## src/rtl/core/vbs_pkg.sv

```systemverilog
`timescale 1ns / 1ps
// ----------------------------------------------------------------------------
// vbs_pkg
// Shared types, constants and helper functions for the beep sequencer.
// ----------------------------------------------------------------------------
package vbs_pkg;

    localparam int unsigned HZ_W    = 15;
    localparam int unsigned MS_W    = 12;
    localparam int unsigned CNT_W   = 16;
    localparam int unsigned VOL_W   = 3;
    localparam int unsigned PIN_W   = 4;
    localparam int unsigned CFG_IDX_W = 2;
    localparam int unsigned CFG_DAT_W = 3;

    // tone timer base clock in Hz, also the divider dividend
    localparam logic [HZ_W-1:0] TONE_CLK_HZ = 15'd31250;
    localparam logic [MS_W-1:0] MS_MAX      = 12'd2113;
    localparam int unsigned     DIV_STEPS   = HZ_W;
    localparam int unsigned     DIV_CNT_W   = $clog2(DIV_STEPS);

    // action codes
    localparam logic [1:0] ACT_TICK     = 2'd0;
    localparam logic [1:0] ACT_UPDATE   = 2'd1;
    localparam logic [1:0] ACT_OVERRIDE = 2'd2;

    // config register indexes
    localparam logic [CFG_IDX_W-1:0] REG_VOLUME = 2'd0;
    localparam logic [CFG_IDX_W-1:0] REG_FLUID  = 2'd1;

    localparam logic [VOL_W-1:0] VOL_RESET = 3'd2;
    localparam logic [VOL_W-1:0] VOL_MAX   = 3'd4;

    // pin pairs, bit0..3 = A..D
    localparam logic [PIN_W-1:0] PINS_AD = 4'h9;
    localparam logic [PIN_W-1:0] PINS_AC = 4'h5;
    localparam logic [PIN_W-1:0] PINS_BD = 4'hA;
    localparam logic [PIN_W-1:0] PINS_BC = 4'h6;
    localparam logic [PIN_W-1:0] PINS_OFF = 4'h0;

    typedef struct packed {
        logic [1:0]      action;
        logic [HZ_W-1:0] tone_hz;
        logic [MS_W-1:0] length_ms;
        logic [MS_W-1:0] pause_ms;
    } t_in_item;

    typedef struct packed {
        logic             speaker_level;
        logic [PIN_W-1:0] pin_drive;
        logic             pause_phase;
        logic             pulsed;
    } t_out_item;

    typedef enum logic [2:0] {
        S_IDLE,
        S_DECODE,
        S_DIV,
        S_APPLY,
        S_EMIT
    } t_state;

    // controller -> datapath
    typedef struct packed {
        logic latch;
        logic div_start;
        logic apply;
        logic emit;
    } t_dp_cmd;

    // datapath -> controller
    typedef struct packed {
        logic needs_div;
        logic div_done;
        logic out_free;
    } t_dp_status;

    function automatic logic [PIN_W-1:0] vol_pins(input logic [VOL_W-1:0] vol);
        logic [PIN_W-1:0] pins;
        case ((vol > VOL_MAX) ? VOL_MAX : vol)
            3'd1:    pins = PINS_AD;
            3'd2:    pins = PINS_AC;
            3'd3:    pins = PINS_BD;
            3'd4:    pins = PINS_BC;
            default: pins = PINS_OFF;
        endcase
        return pins;
    endfunction

    function automatic logic [MS_W-1:0] sat_ms(input logic [MS_W-1:0] ms);
        return (ms > MS_MAX) ? MS_MAX : ms;
    endfunction

    // 31 * ms without a multiplier
    function automatic logic [CNT_W-1:0] ms_ticks(input logic [MS_W-1:0] ms);
        logic [CNT_W-1:0] x;
        x = {{(CNT_W-MS_W){1'b0}}, ms};
        return (x << 5) - x;
    endfunction

endpackage

```

## src/rtl/core/vbs_div.sv

```systemverilog
`timescale 1ns / 1ps
// ----------------------------------------------------------------------------
// vbs_div
// Restoring divider, one quotient bit per cycle: TONE_CLK_HZ / divisor.
// ----------------------------------------------------------------------------
module vbs_div
    import vbs_pkg::*;
(
    input  logic              i_clk,
    input  logic              i_rst_n,
    input  logic              i_start,
    input  logic [HZ_W-1:0]   i_divisor,
    output logic              o_done,
    output logic [CNT_W-1:0]  o_quotient
);

    logic                 r_busy;
    logic [DIV_CNT_W-1:0] r_cnt;
    logic [HZ_W-1:0]      r_div;
    logic [HZ_W-1:0]      r_rem;
    logic [HZ_W-1:0]      r_quo;

    logic [HZ_W:0]        trial;
    logic                 q_bit;
    logic                 last;

    always_comb begin
        trial = {r_rem, r_quo[HZ_W-1]};
        q_bit = (trial >= {1'b0, r_div});
        last  = (r_cnt == DIV_CNT_W'(DIV_STEPS - 1));
    end

    assign o_done     = r_busy && last;
    assign o_quotient = {{(CNT_W-HZ_W){1'b0}}, r_quo};

    always_ff @(posedge i_clk) begin
        if (!i_rst_n) begin
            r_busy <= 1'b0;
            r_cnt  <= '0;
        end else if (i_start) begin
            r_busy <= 1'b1;
            r_cnt  <= '0;
        end else if (r_busy) begin
            r_busy <= !last;
            r_cnt  <= r_cnt + 1'b1;
        end
    end

    always_ff @(posedge i_clk) begin
        if (i_start) begin
            r_div <= i_divisor;
            r_rem <= '0;
            r_quo <= TONE_CLK_HZ;
        end else if (r_busy) begin
            r_rem <= q_bit ? HZ_W'(trial - {1'b0, r_div}) : trial[HZ_W-1:0];
            r_quo <= {r_quo[HZ_W-2:0], q_bit};
        end
    end

endmodule

```

## src/rtl/core/vbs_ctrl.sv

```systemverilog
`timescale 1ns / 1ps
// ----------------------------------------------------------------------------
// vbs_ctrl
// Item sequencing: latch, optional divide, apply, then hand off the result.
// ----------------------------------------------------------------------------
module vbs_ctrl
    import vbs_pkg::*;
(
    input  logic       i_clk,
    input  logic       i_rst_n,
    input  logic       i_in_valid,
    output logic       o_in_stall,
    input  t_dp_status i_status,
    output t_dp_cmd    o_cmd
);

    t_state r_state;
    t_state n_state;

    always_ff @(posedge i_clk) begin
        if (!i_rst_n) begin
            r_state <= S_IDLE;
        end else begin
            r_state <= n_state;
        end
    end

    always_comb begin
        n_state    = r_state;
        o_cmd      = '0;
        o_in_stall = 1'b1;
        case (r_state)
            S_IDLE: begin
                o_in_stall = 1'b0;
                if (i_in_valid) begin
                    o_cmd.latch = 1'b1;
                    n_state     = S_DECODE;
                end
            end
            S_DECODE: begin
                if (i_status.needs_div) begin
                    o_cmd.div_start = 1'b1;
                    n_state         = S_DIV;
                end else begin
                    n_state = S_APPLY;
                end
            end
            S_DIV: begin
                if (i_status.div_done) begin
                    n_state = S_APPLY;
                end
            end
            S_APPLY: begin
                o_cmd.apply = 1'b1;
                n_state     = S_EMIT;
            end
            S_EMIT: begin
                if (i_status.out_free) begin
                    o_cmd.emit = 1'b1;
                    n_state    = S_IDLE;
                end
            end
            default: begin
                n_state = S_IDLE;
            end
        endcase
    end

endmodule

```

## src/rtl/core/vbs_dp.sv

```systemverilog
`timescale 1ns / 1ps
// ----------------------------------------------------------------------------
// vbs_dp
// Tone and phase timers, pending settings, config registers, output register.
// ----------------------------------------------------------------------------
module vbs_dp
    import vbs_pkg::*;
(
    input  logic                 i_clk,
    input  logic                 i_rst_n,
    input  t_dp_cmd              i_cmd,
    output t_dp_status           o_status,
    input  t_in_item             i_in_data,
    input  logic                 i_cfg_valid,
    input  logic [CFG_IDX_W-1:0] i_cfg_index,
    input  logic [CFG_DAT_W-1:0] i_cfg_data,
    input  logic                 i_out_stall,
    output logic                 o_out_valid,
    output t_out_item            o_out_data
);

    t_in_item         r_item;
    logic [VOL_W-1:0] r_volume;
    logic             r_fluid;

    logic [CNT_W-1:0] r_tone_count,  n_tone_count;
    logic [CNT_W-1:0] r_tone_period, n_tone_period;
    logic             r_tone_running, n_tone_running;
    logic             r_oe,          n_oe;
    logic [CNT_W-1:0] r_phase_count, n_phase_count;
    logic [CNT_W-1:0] r_phase_limit, n_phase_limit;
    logic             r_phase_running, n_phase_running;
    logic             r_pulsed,      n_pulsed;
    logic             r_in_pause,    n_in_pause;
    logic [CNT_W-1:0] r_pend_period, n_pend_period;
    logic [CNT_W-1:0] r_pend_sound,  n_pend_sound;
    logic [CNT_W-1:0] r_pend_pause,  n_pend_pause;

    logic             r_out_valid;
    t_out_item        r_out_data;

    logic [HZ_W-1:0]  hz_sat;
    logic [MS_W-1:0]  len_sat;
    logic [MS_W-1:0]  pau_sat;
    logic             div_done;
    logic [CNT_W-1:0] quotient;
    logic             pulsed_now;

    vbs_div u_div (
        .i_clk      (i_clk),
        .i_rst_n    (i_rst_n),
        .i_start    (i_cmd.div_start),
        .i_divisor  (hz_sat),
        .o_done     (div_done),
        .o_quotient (quotient)
    );

    always_comb begin
        hz_sat  = (r_item.tone_hz > TONE_CLK_HZ) ? TONE_CLK_HZ : r_item.tone_hz;
        len_sat = sat_ms(r_item.length_ms);
        pau_sat = sat_ms(r_item.pause_ms);
    end

    assign o_status.needs_div = ((r_item.action == ACT_UPDATE) ||
                                 (r_item.action == ACT_OVERRIDE)) && (hz_sat != '0);
    assign o_status.div_done  = div_done;
    assign o_status.out_free  = !r_out_valid || !i_out_stall;

    always_ff @(posedge i_clk) begin
        if (i_cmd.latch) begin
            r_item <= i_in_data;
        end
    end

    always_ff @(posedge i_clk) begin
        if (!i_rst_n) begin
            r_volume <= VOL_RESET;
            r_fluid  <= 1'b0;
        end else if (i_cfg_valid) begin
            case (i_cfg_index)
                REG_VOLUME: r_volume <= i_cfg_data;
                REG_FLUID:  r_fluid  <= i_cfg_data[0];
                default:    ;
            endcase
        end
    end

    always_comb begin
        n_tone_count    = r_tone_count;
        n_tone_period   = r_tone_period;
        n_tone_running  = r_tone_running;
        n_oe            = r_oe;
        n_phase_count   = r_phase_count;
        n_phase_limit   = r_phase_limit;
        n_phase_running = r_phase_running;
        n_pulsed        = r_pulsed;
        n_in_pause      = r_in_pause;
        n_pend_period   = r_pend_period;
        n_pend_sound    = r_pend_sound;
        n_pend_pause    = r_pend_pause;
        pulsed_now      = r_pulsed;

        if (i_cmd.apply) begin
            case (r_item.action)
                ACT_TICK: begin
                    if (r_tone_running) begin
                        n_tone_count = (r_tone_count >= r_tone_period) ?
                                       '0 : r_tone_count + 1'b1;
                    end
                    if (r_phase_running) begin
                        if (r_phase_count >= r_phase_limit) begin
                            n_phase_count = '0;
                            if (!r_in_pause) begin
                                // sound phase over
                                n_oe = 1'b0;
                                if (r_pend_pause == '0) begin
                                    n_phase_running = 1'b0;
                                    n_pulsed        = 1'b0;
                                end else begin
                                    n_phase_limit = r_pend_pause;
                                    n_in_pause    = 1'b1;
                                end
                            end else begin
                                // pause over, pick up the pending tone
                                if (r_pend_period != '0) begin
                                    n_tone_period = r_pend_period;
                                    n_oe          = 1'b1;
                                    if (n_tone_count > r_pend_period) begin
                                        n_tone_count = '0;
                                    end
                                end
                                if (r_pend_sound == '0) begin
                                    n_phase_running = 1'b0;
                                    n_pulsed        = 1'b0;
                                end else begin
                                    n_phase_limit = r_pend_sound;
                                    n_in_pause    = 1'b0;
                                end
                            end
                        end else begin
                            n_phase_count = r_phase_count + 1'b1;
                        end
                    end
                end
                ACT_UPDATE, ACT_OVERRIDE: begin
                    if (r_item.action == ACT_OVERRIDE) begin
                        n_phase_running = 1'b0;
                        n_pend_sound    = '0;
                        n_pend_pause    = '0;
                        n_pulsed        = 1'b0;
                        pulsed_now      = 1'b0;
                    end

                    // tone
                    if (hz_sat == '0) begin
                        n_pend_period = '0;
                        if (!pulsed_now) begin
                            n_tone_running = 1'b0;
                            n_oe           = 1'b0;
                        end
                    end else begin
                        n_pend_period = quotient;
                        if (!pulsed_now || (r_fluid && !r_in_pause)) begin
                            n_tone_period = quotient;
                            n_oe          = 1'b1;
                            if (n_tone_count > quotient) begin
                                n_tone_count = '0;
                            end
                        end
                        n_tone_running = 1'b1;
                    end

                    // lengths, normal update only
                    if (r_item.action == ACT_UPDATE) begin
                        if ((len_sat == '0) || (pau_sat == '0)) begin
                            n_pend_sound = '0;
                            n_pend_pause = '0;
                        end else begin
                            n_pend_sound = ms_ticks(len_sat);
                            n_pend_pause = ms_ticks(pau_sat);
                            if (!r_pulsed) begin
                                n_phase_count   = CNT_W'(1);
                                n_tone_period   = n_pend_period;
                                n_oe            = 1'b1;
                                if (n_tone_count > n_pend_period) begin
                                    n_tone_count = '0;
                                end
                                n_phase_limit   = n_pend_sound;
                                n_phase_running = 1'b1;
                                n_in_pause      = 1'b0;
                            end
                            n_pulsed = 1'b1;
                        end
                    end
                end
                default: ;
            endcase
        end
    end

    always_ff @(posedge i_clk) begin
        if (!i_rst_n) begin
            r_tone_count    <= '0;
            r_tone_period   <= '0;
            r_tone_running  <= 1'b0;
            r_oe            <= 1'b1;
            r_phase_count   <= '0;
            r_phase_limit   <= '0;
            r_phase_running <= 1'b0;
            r_pulsed        <= 1'b0;
            r_in_pause      <= 1'b0;
            r_pend_period   <= '0;
            r_pend_sound    <= '0;
            r_pend_pause    <= '0;
        end else begin
            r_tone_count    <= n_tone_count;
            r_tone_period   <= n_tone_period;
            r_tone_running  <= n_tone_running;
            r_oe            <= n_oe;
            r_phase_count   <= n_phase_count;
            r_phase_limit   <= n_phase_limit;
            r_phase_running <= n_phase_running;
            r_pulsed        <= n_pulsed;
            r_in_pause      <= n_in_pause;
            r_pend_period   <= n_pend_period;
            r_pend_sound    <= n_pend_sound;
            r_pend_pause    <= n_pend_pause;
        end
    end

    // result register
    always_ff @(posedge i_clk) begin
        if (!i_rst_n) begin
            r_out_valid <= 1'b0;
        end else if (i_cmd.emit) begin
            r_out_valid <= 1'b1;
        end else if (!i_out_stall) begin
            r_out_valid <= 1'b0;
        end
    end

    always_ff @(posedge i_clk) begin
        if (i_cmd.emit) begin
            r_out_data.speaker_level <= (r_tone_count < (r_tone_period >> 1));
            r_out_data.pin_drive     <= r_oe ? vol_pins(r_volume) : PINS_OFF;
            r_out_data.pause_phase   <= r_pulsed && r_in_pause;
            r_out_data.pulsed        <= r_pulsed;
        end
    end

    assign o_out_valid = r_out_valid;
    assign o_out_data  = r_out_data;

endmodule

```

## src/rtl/core/vario_beep_sequencer.sv

```systemverilog
`timescale 1ns / 1ps
// ----------------------------------------------------------------------------
// vario_beep_sequencer
// Buzzer tone generator with sound/pause beep sequencing, one result per item.
// ----------------------------------------------------------------------------
//  channel | direction | handshake               | payload
//  --------+-----------+-------------------------+-------------------------
//  in      | input     | i_in_valid / o_in_stall | i_in_data   (t_in_item)
//  out     | output    | o_out_valid/ i_out_stall| o_out_data  (t_out_item)
//  cfg     | input     | i_cfg_valid/ o_cfg_ready| i_cfg_index, i_cfg_data
//
//  A tick or an update with zero tone goes from accept through decode, apply
//  and emit; an update or override with a nonzero tone also waits on the
//  15-step tone period divider. Results sit in an output register, so a new
//  item is taken while the last result is stalled. Sync active-low reset
//  restores volume 2 and enabled outputs. Config writes are always ready.
// ----------------------------------------------------------------------------
module vario_beep_sequencer
    import vbs_pkg::*;
(
    input  logic                 i_clk,
    input  logic                 i_rst_n,
    input  logic                 i_in_valid,
    output logic                 o_in_stall,
    input  t_in_item             i_in_data,
    output logic                 o_out_valid,
    input  logic                 i_out_stall,
    output t_out_item            o_out_data,
    input  logic                 i_cfg_valid,
    output logic                 o_cfg_ready,
    input  logic [CFG_IDX_W-1:0] i_cfg_index,
    input  logic [CFG_DAT_W-1:0] i_cfg_data
);

    t_dp_cmd    cmd;
    t_dp_status status;

    assign o_cfg_ready = 1'b1;

    vbs_ctrl u_ctrl (
        .i_clk      (i_clk),
        .i_rst_n    (i_rst_n),
        .i_in_valid (i_in_valid),
        .o_in_stall (o_in_stall),
        .i_status   (status),
        .o_cmd      (cmd)
    );

    vbs_dp u_dp (
        .i_clk       (i_clk),
        .i_rst_n     (i_rst_n),
        .i_cmd       (cmd),
        .o_status    (status),
        .i_in_data   (i_in_data),
        .i_cfg_valid (i_cfg_valid),
        .i_cfg_index (i_cfg_index),
        .i_cfg_data  (i_cfg_data),
        .i_out_stall (i_out_stall),
        .o_out_valid (o_out_valid),
        .o_out_data  (o_out_data)
    );

endmodule

```

## config.mk

```make
export PLATFORM = sky130hd
export DESIGN_NAME = vario_beep_sequencer
export DESIGN_NICKNAME = d
export VERILOG_FILES = /design/src/rtl/core/vbs_pkg.sv /design/src/rtl/core/vbs_div.sv /design/src/rtl/core/vbs_ctrl.sv /design/src/rtl/core/vbs_dp.sv /design/src/rtl/core/vario_beep_sequencer.sv
export SDC_FILE = /design/constraint.sdc
export NUM_CORES = 1
export LEC_CHECK = 0
export BUFFER_PORTS_ARGS = -buffer_cell sky130_fd_sc_hd__buf_2
export CORE_MARGIN = 3
export CORE_UTILIZATION = 68
export DETAILED_ROUTE_END_ITERATION = 10
export GPL_TIMING_DRIVEN = 0
export PLACE_DENSITY = 0.87
export SLEW_MARGIN = 5
export SYNTH_ARGS = -nofsm -noshare
export SYNTH_HDL_FRONTEND = slang
export SYNTH_HIERARCHICAL = 1
export SYNTH_SLANG_ARGS = --single-unit
```

## constraint.sdc

```tcl
create_clock -name i_clk -period 8.6 [get_ports i_clk]
set_input_delay 1.72 -clock i_clk [delete_from_list [all_inputs] [get_ports i_clk]]
set_output_delay 1.72 -clock i_clk [all_outputs]
set_load 0.005 [all_outputs]
```

==> results of run 1 <==
[worst max-delay path: cells and delay by family (launching register included)]
family	cells	cell delay [ns]
buffers and inverters	3	0.82
adder cells (fa/ha/maj)	2	0.55
AND/OR/NAND/NOR	6	1.00
AO/OA/AOI/OAI	6	2.74
flip-flops	1	0.48
[logic make-up after synthesis]
group,count (synthesis)
mux,40
buf+inv,199
xor+xnor,40
flops,223
fa+ha+maj,134
other cells,2
compound gates,439
simple gates,634
[Yosys cell counts, drive strengths merged, types with 22 or more instances]
master    n
dfxtp   160
xnor2    28
nor3     22
ha      133
a21oi   123
nor2b    41
edfxtp   63
nand2   171
o21ai    80
and2     37
inv     122
mux2i    34
nor2    141
nand4    25
a211oi   38
nand3    64
or3      24
clkbuf   59
[worst min path at each step]
stage	startpoint	to	slack (ns)	depth (start not counted)
finish	u_dp/r_phase_limit[13]	u_dp/r_phase_limit[13]	0.46	2
global route	u_dp/r_phase_limit[13]	u_dp/r_phase_limit[13]	0.48	2
CTS	u_dp/r_phase_limit[13]	u_dp/r_phase_limit[13]	0.46	2
detailed placement	u_dp/r_phase_limit[13]	u_dp/r_phase_limit[13]	0.45	2
global placement	u_dp/r_phase_limit[11]	u_dp/r_phase_limit[11]	0.44	2
floorplan	u_dp/r_pulsed	u_dp/o_out_data[0]	0.40	0
[metal layers]
metal	up-vias	track usage	part of all wire
li1	6367	-	-
met1	6329	0.444	0.41
met2	829	0.553	0.45
met3	156	0.0545	0.098
met4	0	0.139	0.044
met5	-	0	0
[placed cells by master, fill, tap and decap left out, drive strengths merged, types with 37 or more instances in the layout]
cell | netlist | routed
edfxtp | 63 | 63
dfxtp | 160 | 160
and2 | 37 | 37
o21ai | 80 | 80
buf | 17 | 77
nor2 | 141 | 141
ha | 133 | 133
nor2b | 41 | 41
nand3 | 64 | 64
a21oi | 123 | 123
nand2 | 171 | 171
inv | 122 | 122
clkbuf | 59 | 85
a211oi | 38 | 38
[power groups by stage]
stage               registers [W]  logic (W)  clock network [W]
global route              0.00139    0.00156            0.00113
global placement          0.00139    0.00130                  0
floorplan                 0.00133    0.00106                  0
CTS                       0.00137    0.00138            0.00108
finish                    0.00139    0.00142            0.00107
detailed placement        0.00139    0.00137                  0
[through the flow]
stage	setup slack, ns	instances	instance area, sq um
after floorplan	4.57	1711	14500
after global placement	3.44	2040	15200
after detailed placement	3.33	2041	15200
after CTS	3.25	2085	16000
after global routing	2.80	2085	16000
final	2.91	2085	16000
[final cells by class]
cell class / instances / area, sq um
Multi-Input combinational cell: 1289 / 8630
Sequential cell: 223 / 5090
Fill cell: 1440 / 4620
Clock buffer: 26 / 608
Inverter: 123 / 462
Buffer: 76 / 348
Tap cell: 270 / 338
Timing Repair Buffer: 60 / 323
Clock inverter: 18 / 208
[flip-flops by register name, indices dropped and copies added, names as in the netlist, 3 cells and up]
| signal | flops |
|---|---|
| u_dp/u_div/r_rem | 15 |
| u_dp/u_div/r_quo | 15 |
| u_dp/r_pend_pause | 16 |
| u_dp/u_div/r_div | 15 |
| u_dp/r_phase_limit | 16 |
| u_dp/o_out_data | 7 |
| u_dp/r_phase_count | 16 |
| u_dp/r_item | 41 |
| u_dp/r_pend_sound | 16 |
| u_dp/r_tone_period | 16 |
| u_dp/r_tone_count | 16 |
| u_dp/u_div/r_cnt | 4 |
| u_dp/r_volume | 3 |
| u_ctrl/r_state | 3 |
| u_dp/r_pend_period | 16 |
==> impl_metrics.env, run 1 <==
export IMPL_ys_ff_latch=223
export IMPL_initial_utilization=0.704
export IMPL_worstPathArrival_ns=6.13
export IMPL_synth_xor_area_frac=0.0241
export IMPL_required_ns=9.05
export IMPL_grt_use_total=0.336
export IMPL_drive_above_1_share=0.0986
export IMPL_clkTransAtPathRegs_ns=0.06
export IMPL_cap_violations=0
export IMPL_yosys_area_top_type="dfxtp_1"
export IMPL_slowest_delay_ns=0.97
export IMPL_wirelength_um=40200
export IMPL_setup_violations_final=0
export IMPL_timing_fmax_mhz=176
export IMPL_syn_num_nets=1896
export IMPL_synth_edf_count=63
export IMPL_antenna_found_initial=0
export IMPL_r2r_start="u_dp/r_item[39]"
export IMPL_synth_top_cell_area_share=0.220
export IMPL_ys_warn_count=6
export IMPL_p_sw_w=0.00145
export IMPL_num_nets_final=1982
export IMPL_gp_congestion=1.02
export IMPL_std_cell_rows=52
export IMPL_core_area_sq_um=20600
export IMPL_die_w_um=152
export IMPL_synth_compound_area_share=0.204
export IMPL_rr_endpoint="u_dp/r_tone_count[5]"
export IMPL_min_period_over_period=0.661
export IMPL_hp_class="flop to flop"
export IMPL_synth_fa_ha_area_frac=0.116
export IMPL_clock_skew_ns=0.00900
export IMPL_grt_overflow=0
export IMPL_tns_ns=0
export IMPL_drt_iter0_drc=1483
export IMPL_synth_main_ff_cell="dfxtp_1"
export IMPL_worst_hold_slack_ns=0.455
export IMPL_viasPerCell=6.56
export IMPL_synthDistinctLibCells=100
export IMPL_grt_max_degree=27
export IMPL_diodes=0
export IMPL_finalPower_w=0.00387
export IMPL_critPathKind="flop to flop"
export IMPL_synth_top_family_by_area="simple AND/OR/NAND/NOR gates"
export IMPL_end_kind="flop"
export IMPL_slowest_stage="a2111oi_2"
export IMPL_pwr_density_cell_nw_per_um2=242
export IMPL_crit_chain="inv_1, ha_1, nor2b_1, o21ai_0, o21ai_0, a211oi_1, clkbuf_1, nor2b_1, ha_1, nand4_1, nor4_1, a31oi_1, nor4b_2, a2111oi_2, buf_6, nand2_2, o211ai_1"
export IMPL_post_cts_buffers=0
export IMPL_slew_viol_final=0
export IMPL_cts_buffers=24
export IMPL_crit_fanout=10
export IMPL_vias=13700
export IMPL_wl_per_cell_um=19.3
export IMPL_status="complete, no violations"
export IMPL_ys_seq_area_frac=0.351
export IMPL_syn_inst=1711
export IMPL_port_buffers=59
export IMPL_start_kind="flop"
export IMPL_syn_to_final_growth_pct=10.2
export IMPL_cts_hold_fix_buffers=0
export IMPL_drtAntennaViolNets=0
export IMPL_grt_first_pass_wirelength_um=65700
export IMPL_p_comb_frac=0.365
export IMPL_drc=0
export IMPL_ff2ff_setup_slack_ns=2.91
export IMPL_clk_latency_ns=0.53
export IMPL_rsz0062_at_grt="no"
export IMPL_hold_viol_final=0
export IMPL_ctsResizeCount=0
export IMPL_post_dp_hpwl_um=29600
export IMPL_drtPass1Iterations=7
export IMPL_fin_crit_ns=5.69
export IMPL_pin_count=61
export IMPL_worstMarginPinSlew_ns=1.14
export IMPL_clk_path_buf_depth=3
export IMPL_async_flop_share=0
export IMPL_ir_worst_vdd_v=0.000226
export IMPL_die_y_um=152
export IMPL_p_leak_nw=6.30
export IMPL_clkPwrFrac=0.277
export IMPL_clock_sinks=223
export IMPL_yosys_area_share_simple=0.221
export IMPL_htree_levels=1
export IMPL_r2r_cells=17
export IMPL_pwr_share_seq=0.358
export IMPL_muxShareOfSynthArea=0.0281
export IMPL_switching_share=0.374
export IMPL_syn_avg_cell_area_sq_um=8.49
export IMPL_crit_start="u_dp/r_item[39]"
export IMPL_synth_area_leaders="dfxtp_1 (22%), edfxtp_1 (13%), ha_1 (11%)"
export IMPL_intPower_w=0.00243
export IMPL_endpoint="u_dp/r_tone_count[5]"
export IMPL_finish_utilization=0.776
export IMPL_netlist_area_sq_um=14500
export IMPL_timing_slew_headroom=0.239
export IMPL_first_global_vias=13200
export IMPL_fp_dieArea_sq_um=23200
export IMPL_cts_tree="done"
export IMPL_ctsRootBufferMaster="clkbuf_16"
(Power assumes the default switching activity.)
==> inputs of run 2 (changes only) <==
CORE_UTILIZATION = 63   (was 68)
PLACE_DENSITY = 0.81   (was 0.87)
clock period = 5.7 ns   (was 8.6 ns; I/O delays follow)
==> impl_metrics.env, run 2 (same netlist as run 1, synthesis figures left out) <==
export IMPL_std_cell_rows=54
export IMPL_vias=13300
export IMPL_drtAntennaViolNets=0
export IMPL_crit_fanout=10
export IMPL_wl_per_cell_um=18.7
export IMPL_required_ns=6.13
export IMPL_cap_violations=0
export IMPL_end_kind="flop"
export IMPL_start_kind="flop"
export IMPL_num_nets_final=1982
export IMPL_fp_dieArea_sq_um=24900
export IMPL_grt_overflow=0
export IMPL_slew_viol_final=0
export IMPL_drc=0
export IMPL_setup_violations_final=0
export IMPL_crit_family="compound AO/OA/AOI/OAI gates"
export IMPL_grt_max_degree=39
export IMPL_hold_viol_final=0
export IMPL_post_dp_hpwl_um=29700
export IMPL_critPathKind="flop to flop"
export IMPL_timing_slew_headroom=0.218
export IMPL_pin_count=61
export IMPL_htree_levels=1
export IMPL_min_period_over_period=0.928
export IMPL_dp_cells=2051
export IMPL_initial_utilization=0.654
export IMPL_ctsRootBufferMaster="clkbuf_16"
export IMPL_pwr_density_cell_nw_per_um2=362
export IMPL_largest_register_ffs=41
export IMPL_worstMarginPinSlew_ns=1.14
export IMPL_clk_path_buf_depth=3
export IMPL_ctsResizeCount=0
export IMPL_cts_tree="done"
export IMPL_cts_buffers=24
export IMPL_gp_congestion=1.04
export IMPL_path_buf_inv=3
export IMPL_first_global_vias=12600
export IMPL_regMostFlops="u_dp/r_item"
export IMPL_clkTransAtPathRegs_ns=0.06
export IMPL_crit_chain="inv_1, ha_1, nor2b_1, o21ai_0, o21ai_0, a211oi_1, clkbuf_1, nor2b_1, ha_1, nand3_1, nor2_1, o311ai_0, nand4b_1, a2111oi_4, buf_6, nand2_2, o211ai_1"
export IMPL_clock_sinks=223
export IMPL_stdcell_count=2095
export IMPL_final_common_cell="nand2_1"
export IMPL_viasPerCell=6.35
export IMPL_tns_ns=0
export IMPL_core_area_sq_um=22200
export IMPL_wirelength_um=39200
export IMPL_hp_class="flop to flop"
export IMPL_worstPathArrival_ns=5.73
export IMPL_grt_use_total=0.313
export IMPL_fin_crit_ns=5.29
export IMPL_antenna_found_initial=0
export IMPL_die_w_um=158
export IMPL_p_leak_nw=6.31
export IMPL_finish_utilization=0.721
export IMPL_syn_to_final_growth_pct=10.4
export IMPL_drt_iter0_drc=1560
export IMPL_diodes=0
export IMPL_rsz0062_at_grt="no"
export IMPL_port_buffers=59
export IMPL_slowest_stage="a211oi_1"
export IMPL_cts_hold_fix_buffers=0
export IMPL_die_y_um=158
export IMPL_clock_skew_ns=0.0116
export IMPL_timing_fmax_mhz=189
export IMPL_slowest_delay_ns=0.81
export IMPL_status="complete, no violations"
export IMPL_drtPass1Iterations=6
export IMPL_post_cts_buffers=0
export IMPL_grt_first_pass_wirelength_um=63300
export IMPL_drive_above_1_share=0.0992
export IMPL_worst_hold_slack_ns=0.434
export IMPL_post_place_ws_ns=0.354
export IMPL_ir_worst_vdd_v=0.000365
export IMPL_setup_ws_ns=0.408
export IMPL_final_cell_mix="nand2_1 (170), dfxtp_1 (160), nor2_1 (139), ha_1 (133), inv_1 (122)"
export IMPL_clk_latency_ns=0.53
-- run 2: worst reg2reg max path, delay by kind of cell (launching register included) --
kind,cells,cell delay [ns]
flops,1,0.47
compound gates,6,2.58
buf+inv,3,0.82
fa+ha+maj,2,0.50
simple gates,6,0.85
-- run 2: cell type report --
type,instances,area [sq um]
buffer,76,348
tap,280,350
clock inverter,9,87.6
fill,1694,6200
multi-input combinational,1289,8640
sequential,223,5090
timing repair buffer,60,315
clock buffer,35,734
inverter,123,462
-- run 2: worst paths after layout --
check | cells after the start | endpoint | slack [ns] | startpoint
setup / recovery | 17 | u_dp/r_tone_count[5] | 0.41 | u_dp/r_item[39]
hold reg to reg | 0 | u_dp/o_out_data[0] | 0.43 | u_dp/r_pulsed
setup reg to reg | 17 | u_dp/r_tone_count[5] | 0.41 | u_dp/r_item[39]
hold / removal | 0 | u_dp/o_out_data[0] | 0.43 | u_dp/r_pulsed
-- run 2: power breakdown --
group | leakage (nW) | internal [W] | switching, W
clock | 0.406 | 0.000943 | 0.000645
sequential | 1.89 | 0.00185 | 0.000232
combinational | 4.01 | 0.000853 | 0.00128
-- run 2: per-stage QoR --
stage / total power [W] / cell area [sq um]
global placement: 0.00408 / 15200
finish: 0.00580 / 16000
floorplan: 0.00361 / 14500
detailed placement: 0.00417 / 15200
global route: 0.00613 / 16000
CTS: 0.00577 / 16000
-- run 2: layer usage --
layer  vias up  track usage  wire length [um]  part of all wire
met4         0        0.119              1630             0.041
met5         -            0                 0                 0
met1      6214        0.418             16800              0.43
met3       120       0.0446              2910             0.074
met2       599        0.518             17800              0.45
li1       6376            -                 -                 -
